### src/rtl/pfe_pkg.sv
// Shared types, constants and CRC helpers for the packet frame encoder.
package pfe_pkg;

   // Largest payload a header may announce.
   localparam int MaxPayload = 512;
   localparam int LenW       = $clog2(MaxPayload + 1);

   // Command queue between the front and back parts.
   localparam int QDepth = 4;
   localparam int QPtrW  = $clog2(QDepth);

   localparam logic [31:0] CrcPoly = 32'hEDB8_8320;
   localparam logic [31:0] AllOnes = 32'hFFFF_FFFF;

   typedef enum logic [1:0] {
      ST_OK       = 2'd0,
      ST_BAD_TYPE = 2'd1,
      ST_BAD_TR   = 2'd2,
      ST_BAD_LEN  = 2'd3
   } status_type;

   typedef enum logic [1:0] {
      CK_HDR = 2'd0,
      CK_ERR = 2'd1,
      CK_PAY = 2'd2
   } cmd_kind_type;

   typedef enum logic [1:0] {
      BK_IDLE = 2'd0,
      BK_HDR  = 2'd1,
      BK_FCS  = 2'd2
   } bk_state_type;

   localparam logic [1:0] PktTypeInvalid = 2'd0;
   localparam logic [1:0] PktTypeData    = 2'd1;

   // One classified request, as handed from the front to the back.
   typedef struct packed {
      cmd_kind_type      kind;
      status_type        status;
      logic              last;
      logic [1:0]        pkt_type;
      logic              trunc_bit;
      logic [4:0]        window_size;
      logic [7:0]        seq_number;
      logic [LenW-1:0]   payload_length;
      logic [31:0]       time_stamp;
      logic [7:0]        data_byte;
   } cmd_type;

   // Reflected CRC-32 register update by one byte (no final inversion).
   function automatic logic [31:0] crc_byte(input logic [31:0] crc, input logic [7:0] b);
      logic [31:0] c;
      c = crc ^ {24'd0, b};
      for (int i = 0; i < 8; i++) begin
         c = c[0] ? ((c >> 1) ^ CrcPoly) : (c >> 1);
      end
      return c;
   endfunction

   // The first eight bytes of a header block.
   function automatic logic [7:0] hdr_byte(input cmd_type c, input logic [2:0] idx);
      logic [15:0] len16;
      logic [7:0]  b;
      len16 = 16'(c.payload_length);
      unique case (idx)
         3'd0: b = {c.pkt_type, c.trunc_bit, c.window_size};
         3'd1: b = c.seq_number;
         3'd2: b = len16[7:0];
         3'd3: b = len16[15:8];
         3'd4: b = c.time_stamp[7:0];
         3'd5: b = c.time_stamp[15:8];
         3'd6: b = c.time_stamp[23:16];
         3'd7: b = c.time_stamp[31:24];
      endcase
      return b;
   endfunction

endpackage

### src/rtl/pfe_front.sv
// Front part: checks headers, tracks the open payload and classifies requests.
module pfe_front
   import pfe_pkg::*;
(
   input  logic          clock,
   input  logic          reset,
   input  logic          accept,
   input  logic          op,
   input  logic [1:0]    pkt_type,
   input  logic          trunc_bit,
   input  logic [4:0]    window_size,
   input  logic [7:0]    seq_number,
   input  logic [15:0]   payload_length,
   input  logic [31:0]   time_stamp,
   input  logic [7:0]    data_byte,
   output logic          push,
   output cmd_type       push_cmd
);

   logic            expecting_ff, expecting_in;
   logic [LenW-1:0] remaining_ff, remaining_in;
   status_type      status;

   always_comb begin
      if (pkt_type == PktTypeInvalid) begin
         status = ST_BAD_TYPE;
      end else if (pkt_type != PktTypeData && trunc_bit) begin
         status = ST_BAD_TR;
      end else if (payload_length > 16'(MaxPayload)) begin
         status = ST_BAD_LEN;
      end else begin
         status = ST_OK;
      end
   end

   always_comb begin
      expecting_in = expecting_ff;
      remaining_in = remaining_ff;
      push         = 1'b0;

      push_cmd.kind           = CK_PAY;
      push_cmd.status         = status;
      push_cmd.last           = (remaining_ff == LenW'(1));
      push_cmd.pkt_type       = pkt_type;
      push_cmd.trunc_bit      = trunc_bit;
      push_cmd.window_size    = window_size;
      push_cmd.seq_number     = seq_number;
      push_cmd.payload_length = payload_length[LenW-1:0];
      push_cmd.time_stamp     = time_stamp;
      push_cmd.data_byte      = data_byte;

      if (accept) begin
         if (!op) begin
            // A header always abandons whatever frame is open.
            push          = 1'b1;
            push_cmd.kind = (status == ST_OK) ? CK_HDR : CK_ERR;
            expecting_in  = (status == ST_OK) && (payload_length != 16'd0);
            remaining_in  = payload_length[LenW-1:0];
         end else if (expecting_ff) begin
            push         = 1'b1;
            remaining_in = remaining_ff - LenW'(1);
            if (remaining_ff == LenW'(1)) begin
               expecting_in = 1'b0;
            end
         end
      end
   end

   always_ff @(posedge clock) begin
      if (reset) begin
         expecting_ff <= 1'b0;
         remaining_ff <= '0;
      end else begin
         expecting_ff <= expecting_in;
         remaining_ff <= remaining_in;
      end
   end

endmodule

### src/rtl/pfe_queue.sv
// Short command queue between the front and back parts.
module pfe_queue
   import pfe_pkg::*;
(
   input  logic    clock,
   input  logic    reset,
   input  logic    push,
   input  cmd_type push_cmd,
   input  logic    pop,
   output logic    full,
   output logic    head_valid,
   output cmd_type head_cmd
);

   cmd_type          mem_ff [QDepth];
   logic [QPtrW-1:0] wr_ptr_ff, wr_ptr_in;
   logic [QPtrW-1:0] rd_ptr_ff, rd_ptr_in;
   logic [QPtrW:0]   count_ff, count_in;
   logic             do_pop;

   assign full       = (count_ff == (QPtrW + 1)'(QDepth));
   assign head_valid = (count_ff != '0);
   assign head_cmd   = mem_ff[rd_ptr_ff];
   assign do_pop     = pop && head_valid;

   always_comb begin
      wr_ptr_in = push ? wr_ptr_ff + QPtrW'(1) : wr_ptr_ff;
      rd_ptr_in = do_pop ? rd_ptr_ff + QPtrW'(1) : rd_ptr_ff;
      count_in  = count_ff;
      if (push && !do_pop) begin
         count_in = count_ff + (QPtrW + 1)'(1);
      end else if (!push && do_pop) begin
         count_in = count_ff - (QPtrW + 1)'(1);
      end
   end

   always_ff @(posedge clock) begin
      if (push) begin
         mem_ff[wr_ptr_ff] <= push_cmd;
      end
   end

   always_ff @(posedge clock) begin
      if (reset) begin
         wr_ptr_ff <= '0;
         rd_ptr_ff <= '0;
         count_ff  <= '0;
      end else begin
         wr_ptr_ff <= wr_ptr_in;
         rd_ptr_ff <= rd_ptr_in;
         count_ff  <= count_in;
      end
   end

endmodule

### src/rtl/pfe_back.sv
// Back part: serializes commands into frame bytes and keeps the running CRC.
module pfe_back
   import pfe_pkg::*;
(
   input  logic       clock,
   input  logic       reset,
   input  logic       cmd_valid,
   input  cmd_type    cmd,
   output logic       pop,
   output logic       rsp_tvalid,
   input  logic       rsp_tready,
   output logic [7:0] rsp_tdata,
   output logic [1:0] rsp_tuser,
   output logic       rsp_tlast
);

   bk_state_type state_ff, state_in;
   logic [3:0]   cnt_ff, cnt_in;
   cmd_type      cur_ff, cur_in;
   logic [31:0]  crc_ff, crc_in;
   logic [31:0]  fcs_ff, fcs_in;

   logic         out_valid_ff, out_valid_in;
   logic [7:0]   out_byte_ff, out_byte_in;
   status_type   out_status_ff, out_status_in;
   logic         out_last_ff, out_last_in;

   logic         adv;
   logic         emit;
   logic [7:0]   emit_byte;
   status_type   emit_status;
   logic         emit_last;

   // The output register may load whenever it is empty or being drained.
   assign adv = !out_valid_ff || rsp_tready;

   // Next state and byte counter.
   always_comb begin
      state_in = state_ff;
      cnt_in   = cnt_ff;
      unique case (state_ff)
         BK_IDLE: begin
            if (adv && cmd_valid) begin
               if (cmd.kind == CK_HDR) begin
                  state_in = BK_HDR;
                  cnt_in   = 4'd1;
               end else if (cmd.kind == CK_PAY && cmd.last) begin
                  state_in = BK_FCS;
                  cnt_in   = 4'd0;
               end
            end
         end
         BK_HDR: begin
            if (adv) begin
               if (cnt_ff == 4'd11) begin
                  state_in = BK_IDLE;
               end else begin
                  cnt_in = cnt_ff + 4'd1;
               end
            end
         end
         BK_FCS: begin
            if (adv) begin
               if (cnt_ff == 4'd3) begin
                  state_in = BK_IDLE;
               end else begin
                  cnt_in = cnt_ff + 4'd1;
               end
            end
         end
         default: begin
            state_in = BK_IDLE;
         end
      endcase
   end

   // Emitted byte and CRC datapath.
   always_comb begin
      pop         = 1'b0;
      emit        = 1'b0;
      emit_byte   = 8'd0;
      emit_status = ST_OK;
      emit_last   = 1'b0;
      cur_in      = cur_ff;
      crc_in      = crc_ff;
      fcs_in      = fcs_ff;
      unique case (state_ff)
         BK_IDLE: begin
            if (adv && cmd_valid) begin
               pop  = 1'b1;
               emit = 1'b1;
               case (cmd.kind)
                  CK_ERR: begin
                     emit_status = cmd.status;
                     emit_last   = 1'b1;
                  end
                  CK_PAY: begin
                     emit_byte = cmd.data_byte;
                     crc_in    = crc_byte(crc_ff, cmd.data_byte);
                     fcs_in    = ~crc_in;
                  end
                  CK_HDR: begin
                     emit_byte = hdr_byte(cmd, 3'd0);
                     crc_in    = crc_byte(AllOnes, emit_byte);
                     cur_in    = cmd;
                  end
                  default: begin
                     emit = 1'b0;
                  end
               endcase
            end
         end
         BK_HDR: begin
            if (adv) begin
               emit = 1'b1;
               if (cnt_ff[3]) begin
                  emit_byte = fcs_ff[{cnt_ff[1:0], 3'b000} +: 8];
               end else begin
                  emit_byte = hdr_byte(cur_ff, cnt_ff[2:0]);
               end
               crc_in = crc_byte(crc_ff, emit_byte);
               if (cnt_ff == 4'd7) begin
                  fcs_in = ~crc_in;
               end
               emit_last = (cnt_ff == 4'd11) && (cur_ff.payload_length == '0);
            end
         end
         BK_FCS: begin
            if (adv) begin
               emit      = 1'b1;
               emit_byte = fcs_ff[{cnt_ff[1:0], 3'b000} +: 8];
               emit_last = (cnt_ff == 4'd3);
               if (cnt_ff == 4'd3) begin
                  crc_in = AllOnes;
               end
            end
         end
         default: begin
            emit = 1'b0;
         end
      endcase

      out_valid_in  = adv ? emit : out_valid_ff;
      out_byte_in   = adv ? emit_byte : out_byte_ff;
      out_status_in = adv ? emit_status : out_status_ff;
      out_last_in   = adv ? emit_last : out_last_ff;
   end

   always_ff @(posedge clock) begin
      if (reset) begin
         state_ff     <= BK_IDLE;
         cnt_ff       <= '0;
         crc_ff       <= AllOnes;
         out_valid_ff <= 1'b0;
      end else begin
         state_ff     <= state_in;
         cnt_ff       <= cnt_in;
         crc_ff       <= crc_in;
         out_valid_ff <= out_valid_in;
      end
   end

   always_ff @(posedge clock) begin
      cur_ff        <= cur_in;
      fcs_ff        <= fcs_in;
      out_byte_ff   <= out_byte_in;
      out_status_ff <= out_status_in;
      out_last_ff   <= out_last_in;
   end

   assign rsp_tvalid = out_valid_ff;
   assign rsp_tdata  = out_byte_ff;
   assign rsp_tuser  = out_status_ff;
   assign rsp_tlast  = out_last_ff;

endmodule

### src/rtl/packet_frame_encoder_crc32_top.sv
// Top level of the packet frame encoder with CRC-32 trailers.
//
// The request channel (req_) carries either a header or one payload byte,
// selected by req_tuser. A header is checked (type, truncation flag, length)
// and becomes a 12-byte header block: type/flag/window, sequence number,
// length and timestamp little-endian, then the CRC-32 of those eight bytes.
// A failed check yields a single response with a zero byte, the error code
// in rsp_tuser and rsp_tlast set. The announced payload bytes are echoed one
// response each; after the last one the CRC-32 over the whole frame follows
// as four bytes, the final one marked with rsp_tlast. Payload bytes that
// arrive while no payload is open produce nothing; a new header abandons
// any open frame.
//
// With the back part idle, the queue entry written at the edge that accepts
// a request is loaded into the output register at the next one. Payload
// bytes stream at one per cycle while rsp_tready is high; a header block is
// 12 bytes, the final payload byte is followed by four CRC bytes and an
// error response is a single byte. The output rate is set by the back
// sequencer, one byte per cycle while rsp_tready is high; a four-entry
// command queue lets requests keep arriving while a header is serialized.
// When the receiver holds rsp_tready low the output register holds, the
// queue fills and req_tready drops. Reset empties the queue, closes any open
// frame and clears the output register; there is no clearing pass.
module packet_frame_encoder_crc32_top
   import pfe_pkg::*;
(
   input  logic        clock,
   input  logic        reset,
   input  logic        req_tvalid,
   output logic        req_tready,
   // req_tdata, from bit 0: pkt_type[1:0], trunc_bit[2], window_size[7:3],
   // seq_number[15:8], payload_length[31:16], time_stamp[63:32], data_byte[71:64].
   input  logic [71:0] req_tdata,
   // req_tuser: op (0 = header request, 1 = payload byte).
   input  logic        req_tuser,
   output logic        rsp_tvalid,
   input  logic        rsp_tready,
   // rsp_tdata: out_byte[7:0].
   output logic [7:0]  rsp_tdata,
   // rsp_tuser: status[1:0] (0 ok, 1 bad type, 2 flag on non-data type, 3 too long).
   output logic [1:0]  rsp_tuser,
   // rsp_tlast: frame_last.
   output logic        rsp_tlast
);

   logic    q_full;
   logic    accept;
   logic    push;
   cmd_type push_cmd;
   logic    head_valid;
   cmd_type head_cmd;
   logic    pop;

   assign req_tready = !q_full;
   assign accept     = req_tvalid && req_tready;

   pfe_front u_front (
      .clock          (clock),
      .reset          (reset),
      .accept         (accept),
      .op             (req_tuser),
      .pkt_type       (req_tdata[1:0]),
      .trunc_bit      (req_tdata[2]),
      .window_size    (req_tdata[7:3]),
      .seq_number     (req_tdata[15:8]),
      .payload_length (req_tdata[31:16]),
      .time_stamp     (req_tdata[63:32]),
      .data_byte      (req_tdata[71:64]),
      .push           (push),
      .push_cmd       (push_cmd)
   );

   pfe_queue u_queue (
      .clock      (clock),
      .reset      (reset),
      .push       (push),
      .push_cmd   (push_cmd),
      .pop        (pop),
      .full       (q_full),
      .head_valid (head_valid),
      .head_cmd   (head_cmd)
   );

   pfe_back u_back (
      .clock      (clock),
      .reset      (reset),
      .cmd_valid  (head_valid),
      .cmd        (head_cmd),
      .pop        (pop),
      .rsp_tvalid (rsp_tvalid),
      .rsp_tready (rsp_tready),
      .rsp_tdata  (rsp_tdata),
      .rsp_tuser  (rsp_tuser),
      .rsp_tlast  (rsp_tlast)
   );

endmodule

### config.mk
export PLATFORM = sky130hd
export DESIGN_NAME = packet_frame_encoder_crc32_top
export DESIGN_NICKNAME = d
export VERILOG_FILES = /design/src/rtl/pfe_pkg.sv /design/src/rtl/pfe_front.sv /design/src/rtl/pfe_queue.sv /design/src/rtl/pfe_back.sv /design/src/rtl/packet_frame_encoder_crc32_top.sv
export SDC_FILE = /design/constraint.sdc
export NUM_CORES = 1
export LEC_CHECK = 0
export ABC_AREA = 1
export BUFFER_PORTS_ARGS = -buffer_cell sky130_fd_sc_hd__buf_2
export CORE_MARGIN = 8
export CORE_UTILIZATION = 49
export CTS_CLUSTER_DIAMETER = 150
export CTS_CLUSTER_SIZE = 10
export DETAILED_ROUTE_END_ITERATION = 6
export PLACE_DENSITY_LB_ADDON = 0.05
export SLEW_MARGIN = 25
export SYNTH_ARGS = -nofsm -noshare
export SYNTH_HDL_FRONTEND = slang
export SYNTH_SLANG_ARGS = --single-unit
### constraint.sdc
create_clock -name clock -period 6.8 [get_ports clock]
set_input_delay 1.36 -clock clock [delete_from_list [all_inputs] [get_ports clock]]
set_output_delay 1.36 -clock clock [all_outputs]
set_load 0.005 [all_outputs]
# Word-level counts from Yosys, hierarchy flattened
# Memory sizes are Yosys's and may differ from the RTL's. A register that Yosys moved wholly into a read port is not among the register bits.
# Index checks and enable logic that the tools add are counted.
# op_classes
addsub	6
n_lt_le_gt_ge	1
n_eq_ne	29
n_shift	1
mux	89
bitwise_logic	29
reduce_logical	34
# ops
op	count
32-bit two-way mux	32
13-bit NOT with 14-bit output	24
32-bit case mux with 2 select lines	2
32-bit case mux with 3 select lines	1
32-bit NOT	2
8-bit case mux with 8 select lines	1
32-bit by 8-bit XOR with 32-bit output	2
8-bit two-way mux	7
8-bit NOT with 32-bit output	1
32-bit by 6-bit variable part select with 8-bit output	1
2-bit two-way mux	14
4-bit two-way mux	7
8-bit case mux with 3 select lines	1
10-bit two-way mux	2
2-bit by 1-bit != test with 1-bit output (second input constant)	9
16-bit by 10-bit > comparator with 1-bit output (second input constant)	1
8-bit case mux with 2 select lines	1
16-bit nonzero test	1
3-bit equality test (second input constant)	5
1-bit two-way mux	15
4-bit case mux with 3 select lines	1
6-bit AND reduction	2
10-bit by 1-bit equality test with 1-bit output (second input constant)	1
10-bit zero test	1
other kinds (31)	55
# totals
regBits	158
mem_bits_rw	284
inputBits	77
out_inout_bits	13
memories	1
# mem_list
memory	depth	word_bits	rd	rd_ports_with_merged_regs	wr	line_no	rtl
u_queue.mem_ff	4	71	1	1	1	pfe_queue.sv:15	cmd_type mem_ff [QDepth];

# Longest topological paths before layout
# depth
depth_word	26
mapped_depth	26
mapped_depth_nobuf	24

# Modules after synthesis
# From an unflattened synthesis, not the netlist that was laid out.
# hier_totals
hier_cells	2159
hier_area_um2	21629.5
# by_module_without_submodules
module	n_inst	cells_per_inst	area_each_um2
pfe_queue	1	750	10993.0
pfe_back	1	1190	9237.6
pfe_front	1	216	1385.1
packet_frame_encoder_crc32_top	1	3	13.8

# Least setup slack after synthesis
# OpenSTA, ideal clock, no wires.
# synth_path
path_kind	input port to flip-flop
from	input req_tvalid
to	memory u_queue.mem_ff[0][0] (netlist bit) (enable)
setup_ps	501
arrival_time_ps	4968
required_ps	6299
path_slack_ps	1331
path_stages	6
cell_sequence	nand2_1 nor2_1 inv_1 nand2_1 inv_1 nor2_1
# synth_between
elab_chain_cells	4
# synth_rtl
item	line_no	rtl
start: declaration	packet_frame_encoder_crc32_top.sv:29	input logic req_tvalid,
1-bit logical AND	packet_frame_encoder_crc32_top.sv:55	assign accept = req_tvalid && req_tready;
1-bit two-way mux	pfe_front.sv:52	if (accept) begin
1-bit two-way mux	pfe_queue.sv:38	if (push) begin
1-bit two-way mux (not written as such)	pfe_queue.sv:39	mem_ff[wr_ptr_ff] <= push_cmd;
end: declaration	pfe_queue.sv:15	
# No other way between the ends.

# Worst setup path in the final report
# layout_path
from	register u_back.state_ff[1]
to	register u_back.crc_ff[30]
# layout_between
elab_chain_cells	3
word_cells_on_any_way	11
# layout_rtl
item	line_no	rtl
start: declaration	pfe_back.sv:17	bk_state_type state_ff, state_in;
start signal: assignment	pfe_back.sv:156	state_ff <= state_in;
2-bit equality test (tied with other cells)	pfe_back.sv:87	unique case (state_ff)
2-bit by 1-bit != test with 1-bit output (no source line) (tied with other cells)	-	
6-bit AND reduction (no source line)	-	
end signal: assignment	pfe_back.sv:153	crc_ff <= AllOnes;
end signal: assignment	pfe_back.sv:158	crc_ff <= crc_in;
end: declaration	pfe_back.sv:20	logic [31:0] crc_ff, crc_in;
# Parallel ways exist; a longest one is shown, timed or not.
# A chain may end at the register's enable or synchronous reset.

==> flow_metrics.env <==
export IMPL_min_period_over_period_pct=68.4
export IMPL_start_kind="register"
export IMPL_synth_top_area_cell="sky130_fd_sc_hd__edfxtp_1"
export IMPL_core_rowCount=76
export IMPL_min_delay_path_class="reg -> reg"
export IMPL_clock_tree_from_tritoncts="built"
export IMPL_muxShareOfSynthArea_pct=0
export IMPL_avgViaCountPerCell=5.62
export IMPL_cts_setup_buffers=0
export IMPL_post_route_cell_area_mm2=0.0236
export IMPL_crit_path_end_kind="register"
export IMPL_detail_route_wl_per_cell_um=22.4
export IMPL_route_antenna_remaining_nets=0
export IMPL_die_h_um=224
export IMPL_detailed_place_area_mm2=0.0221
export IMPL_groute_usage_overall_pct=24.3
export IMPL_detailed_place_hpwl_um=41400
export IMPL_timing_setup_tns_ps=0
export IMPL_worst_clock_skew_ps=32.0
export IMPL_combinational_family_with_the_most_area_after_synthesis="simple AND/OR/NAND/NOR gates"
export IMPL_design_portCount=90
export IMPL_portbufs=89
export IMPL_insertion_delay_ps=610
export IMPL_grt_start_max_net_pins=74
export IMPL_synth_compound_area_share_pct=11.2
export IMPL_grt_pass1_vias=14980
export IMPL_synth_top_cells_by_area="sky130_fd_sc_hd__edfxtp_1, sky130_fd_sc_hd__nand2_1, sky130_fd_sc_hd__dfxtp_1, sky130_fd_sc_hd__o21ai_0, sky130_fd_sc_hd__nor2_1"
export IMPL_post_synth_xor_area_fraction_pct=6.20
export IMPL_critPathKind="reg -> reg"
export IMPL_antenna_cells_inserted=0
export IMPL_area_growth_pct=11.2
export IMPL_cts_inserted_buffers=50
export IMPL_setup_viol_count_final=0
export IMPL_synth_edf_count=385
export IMPL_cts_root_buf="sky130_fd_sc_hd__clkbuf_16"
export IMPL_maxCapViolations=0
export IMPL_syn_num_nets=2167
export IMPL_gp_congestion=0.966
export IMPL_postSynthCellCount=2071
export IMPL_clock_sinks=444
export IMPL_synth_common_cells="sky130_fd_sc_hd__nand2_1, sky130_fd_sc_hd__edfxtp_1, sky130_fd_sc_hd__nor2_1"
export IMPL_yosys_warnings=0
export IMPL_drt_first_iter_violations=1590
export IMPL_achievable_frequency_mhz=215
export IMPL_synth_yosys_seq_area_share_pct=60.2
export IMPL_netlist_area_leader_share_pct=54.6
export IMPL_async_flop_share_pct=0
export IMPL_synth_main_ff_cell="sky130_fd_sc_hd__edfxtp_1"
export IMPL_ctsResizeCount=0
export IMPL_route_vias_total=15502
export IMPL_crit_fanout=55
export IMPL_finalNetCount=2237
export IMPL_initial_antenna_violation_count=1
export IMPL_remaining_drc_errors=0
export IMPL_yosysMostFrequentCell="sky130_fd_sc_hd__nand2_1"
export IMPL_design_die_area_mm2=0.0501
export IMPL_avgSynthCellArea_um2=10.2
export IMPL_remaining_max_slew_budget_at_the_tightest_pin_pct=28.4
export IMPL_rsz0062_at_grt="no"
export IMPL_critical_path_required_ps=7260
export IMPL_path_clk_slew_ps=70
export IMPL_dp_cells=2674
export IMPL_finalHoldWorstSlack_ps=484
export IMPL_cell_area_after_technology_mapping_mm2=0.0212
export IMPL_hold_violations=0
export IMPL_slew_viol_final=0
export IMPL_finalCriticalPeriod_ps=4650
export IMPL_critPathArrivalTime_ps=5110
export IMPL_ctsLongestPathBuffers=3
export IMPL_cts_htree_levels=2
export IMPL_ys_seq_elements=444
export IMPL_first_drt_pass_iteration_count=7
export IMPL_core_mm2=0.0429
export IMPL_detailed_route_wire_length_um=61700
export IMPL_postCtsHoldBufs=0
export IMPL_outcome="completed"
export IMPL_final_instance_count_excl_fill=2756
export IMPL_die_w_um=224
export IMPL_globalRouteOverflowTotal=0
export IMPL_post_synth_fa_ha_maj_area_fraction_pct=1.16
export IMPL_worst_slew_pin_slew_ps=1070
export IMPL_final_layout_size_suffix_gt1_share_pct=11.9
export IMPL_synth_simple_area_share_pct=16.7
export IMPL_start_util_pct=49.4
export IMPL_wire_length_of_the_first_global_routing_pass_um=92400
export IMPL_yosysUniqueCellTypes=58
==> logic make-up (layout without fill, tap and decap cells) <==
family,count (synthesis),in the layout
DFF,444,444
and+or+nand+nor,837,837
adders and majority gates,19,19
AOI/OAI and AO/OA,425,425
buffers and inverters,223,323
xor gates and xnor gates,123,123
==> placed cells by master (no fill, tap or decap), types with 4 or more instances in the layout <==
| master | n |
|---|---|
| sky130_fd_sc_hd__nor3_1 | 11 |
| sky130_fd_sc_hd__buf_2 | 89 |
| sky130_fd_sc_hd__edfxtp_1 | 385 |
| sky130_fd_sc_hd__a21boi_0 | 6 |
| sky130_fd_sc_hd__nand3_2 | 6 |
| sky130_fd_sc_hd__ha_1 | 18 |
| sky130_fd_sc_hd__xnor2_2 | 6 |
| sky130_fd_sc_hd__nand2_4 | 7 |
| sky130_fd_sc_hd__xor2_1 | 78 |
| sky130_fd_sc_hd__or2_2 | 6 |
| sky130_fd_sc_hd__xor2_4 | 7 |
| sky130_fd_sc_hd__nand2_2 | 29 |
| sky130_fd_sc_hd__nor2_4 | 7 |
| sky130_fd_sc_hd__o21ai_0 | 182 |
| sky130_fd_sc_hd__o211ai_1 | 13 |
| sky130_fd_sc_hd__inv_2 | 12 |
| sky130_fd_sc_hd__xnor2_1 | 24 |
| sky130_fd_sc_hd__clkbuf_1 | 28 |
| sky130_fd_sc_hd__inv_1 | 117 |
| sky130_fd_sc_hd__a21oi_1 | 99 |
| sky130_fd_sc_hd__nand2_1 | 443 |
| sky130_fd_sc_hd__a211oi_1 | 6 |
| sky130_fd_sc_hd__a22oi_1 | 6 |
| sky130_fd_sc_hd__clkbuf_16 | 51 |
| sky130_fd_sc_hd__xor2_2 | 8 |
| sky130_fd_sc_hd__o21ai_1 | 13 |
| sky130_fd_sc_hd__o21a_1 | 10 |
| sky130_fd_sc_hd__nand3_1 | 107 |
| sky130_fd_sc_hd__o22ai_1 | 67 |
| sky130_fd_sc_hd__a31oi_1 | 7 |
| sky130_fd_sc_hd__dfxtp_1 | 57 |
| sky130_fd_sc_hd__nor2_1 | 203 |
| sky130_fd_sc_hd__buf_4 | 17 |
| sky130_fd_sc_hd__nand4_1 | 4 |
==> stage by stage <==
step / utilization, % / setup WS (ps)
global placement: 51.6 / 2180
finish: 54.9 / 2150
CTS: 54.9 / 2270
global route: 54.9 / 1940
floorplan: - / 1330
detailed placement: 51.6 / 2080
==> final timing paths <==
kind	endpoint	from	slack, ps	cells after the start
worst min register to register	u_back.crc_ff[14]	u_back.crc_ff[14]	480	2
worst max-delay path	u_back.crc_ff[30]	u_back.state_ff[1]	2150	13
worst min-delay path	u_back.crc_ff[14]	u_back.crc_ff[14]	480	2
worst max register to register	u_back.crc_ff[30]	u_back.state_ff[1]	2150	13
==> sequential cells by signal, summed over array words and instances (netlist names), named ones only <==
signal / count
u_queue.mem_ff: 284
u_back.cur_ff: 58
u_back.crc_ff: 32
u_back.fcs_ff: 32
u_front.remaining_ff: 10
u_back.rsp_tdata: 8
u_back.cnt_ff: 4
u_queue.count_ff: 3
u_back.rsp_tuser: 2
u_back.state_ff: 2
u_queue.rd_ptr_ff: 2
u_queue.wr_ptr_ff: 2
u_back.rsp_tlast: 1
u_back.rsp_tvalid: 1
u_front.expecting_ff: 1
==> layer usage <==
layer | wire length, µm | vias up | global-route usage, %
met1 | 25600 | 7509 | 30.5
met2 | 30100 | 545 | 41.3
li1 | - | 7295 | -
met4 | 2680 | 0 | 10.9
met5 | 0 | - | 0
met3 | 3330 | 153 | 3.61
==> area by class of cell <==
| type | instances | area (µm²) |
|---|---|---|
| well taps | 585 | 732 |
| inverters | 134 | 510 |
| repair buffers | 107 | 593 |
| multi-input cells | 1404 | 7530 |
| fillers | 3803 | 19300 |
| clock buffers | 79 | 1380 |
| clock inverters | 3 | 58.8 |
| flip-flops and latches | 444 | 12700 |
==> worst max-delay path: stages (launching register included) <==
cell and delay, ps:
sky130_fd_sc_hd__dfxtp_1 390, sky130_fd_sc_hd__inv_1 100, sky130_fd_sc_hd__ha_1 190, sky130_fd_sc_hd__buf_4 310, sky130_fd_sc_hd__inv_1 730, sky130_fd_sc_hd__nor2_1 110, sky130_fd_sc_hd__o21ai_0 250, sky130_fd_sc_hd__inv_1 130
sky130_fd_sc_hd__nor2_1 160, sky130_fd_sc_hd__nand3_2 730, sky130_fd_sc_hd__inv_2 840, sky130_fd_sc_hd__o221ai_1 260, sky130_fd_sc_hd__o22ai_1 160, sky130_fd_sc_hd__nand2_1 60
Power is not shown: default switching activity piles up to over one toggle a cycle in this logic, so the estimate is an artifact.
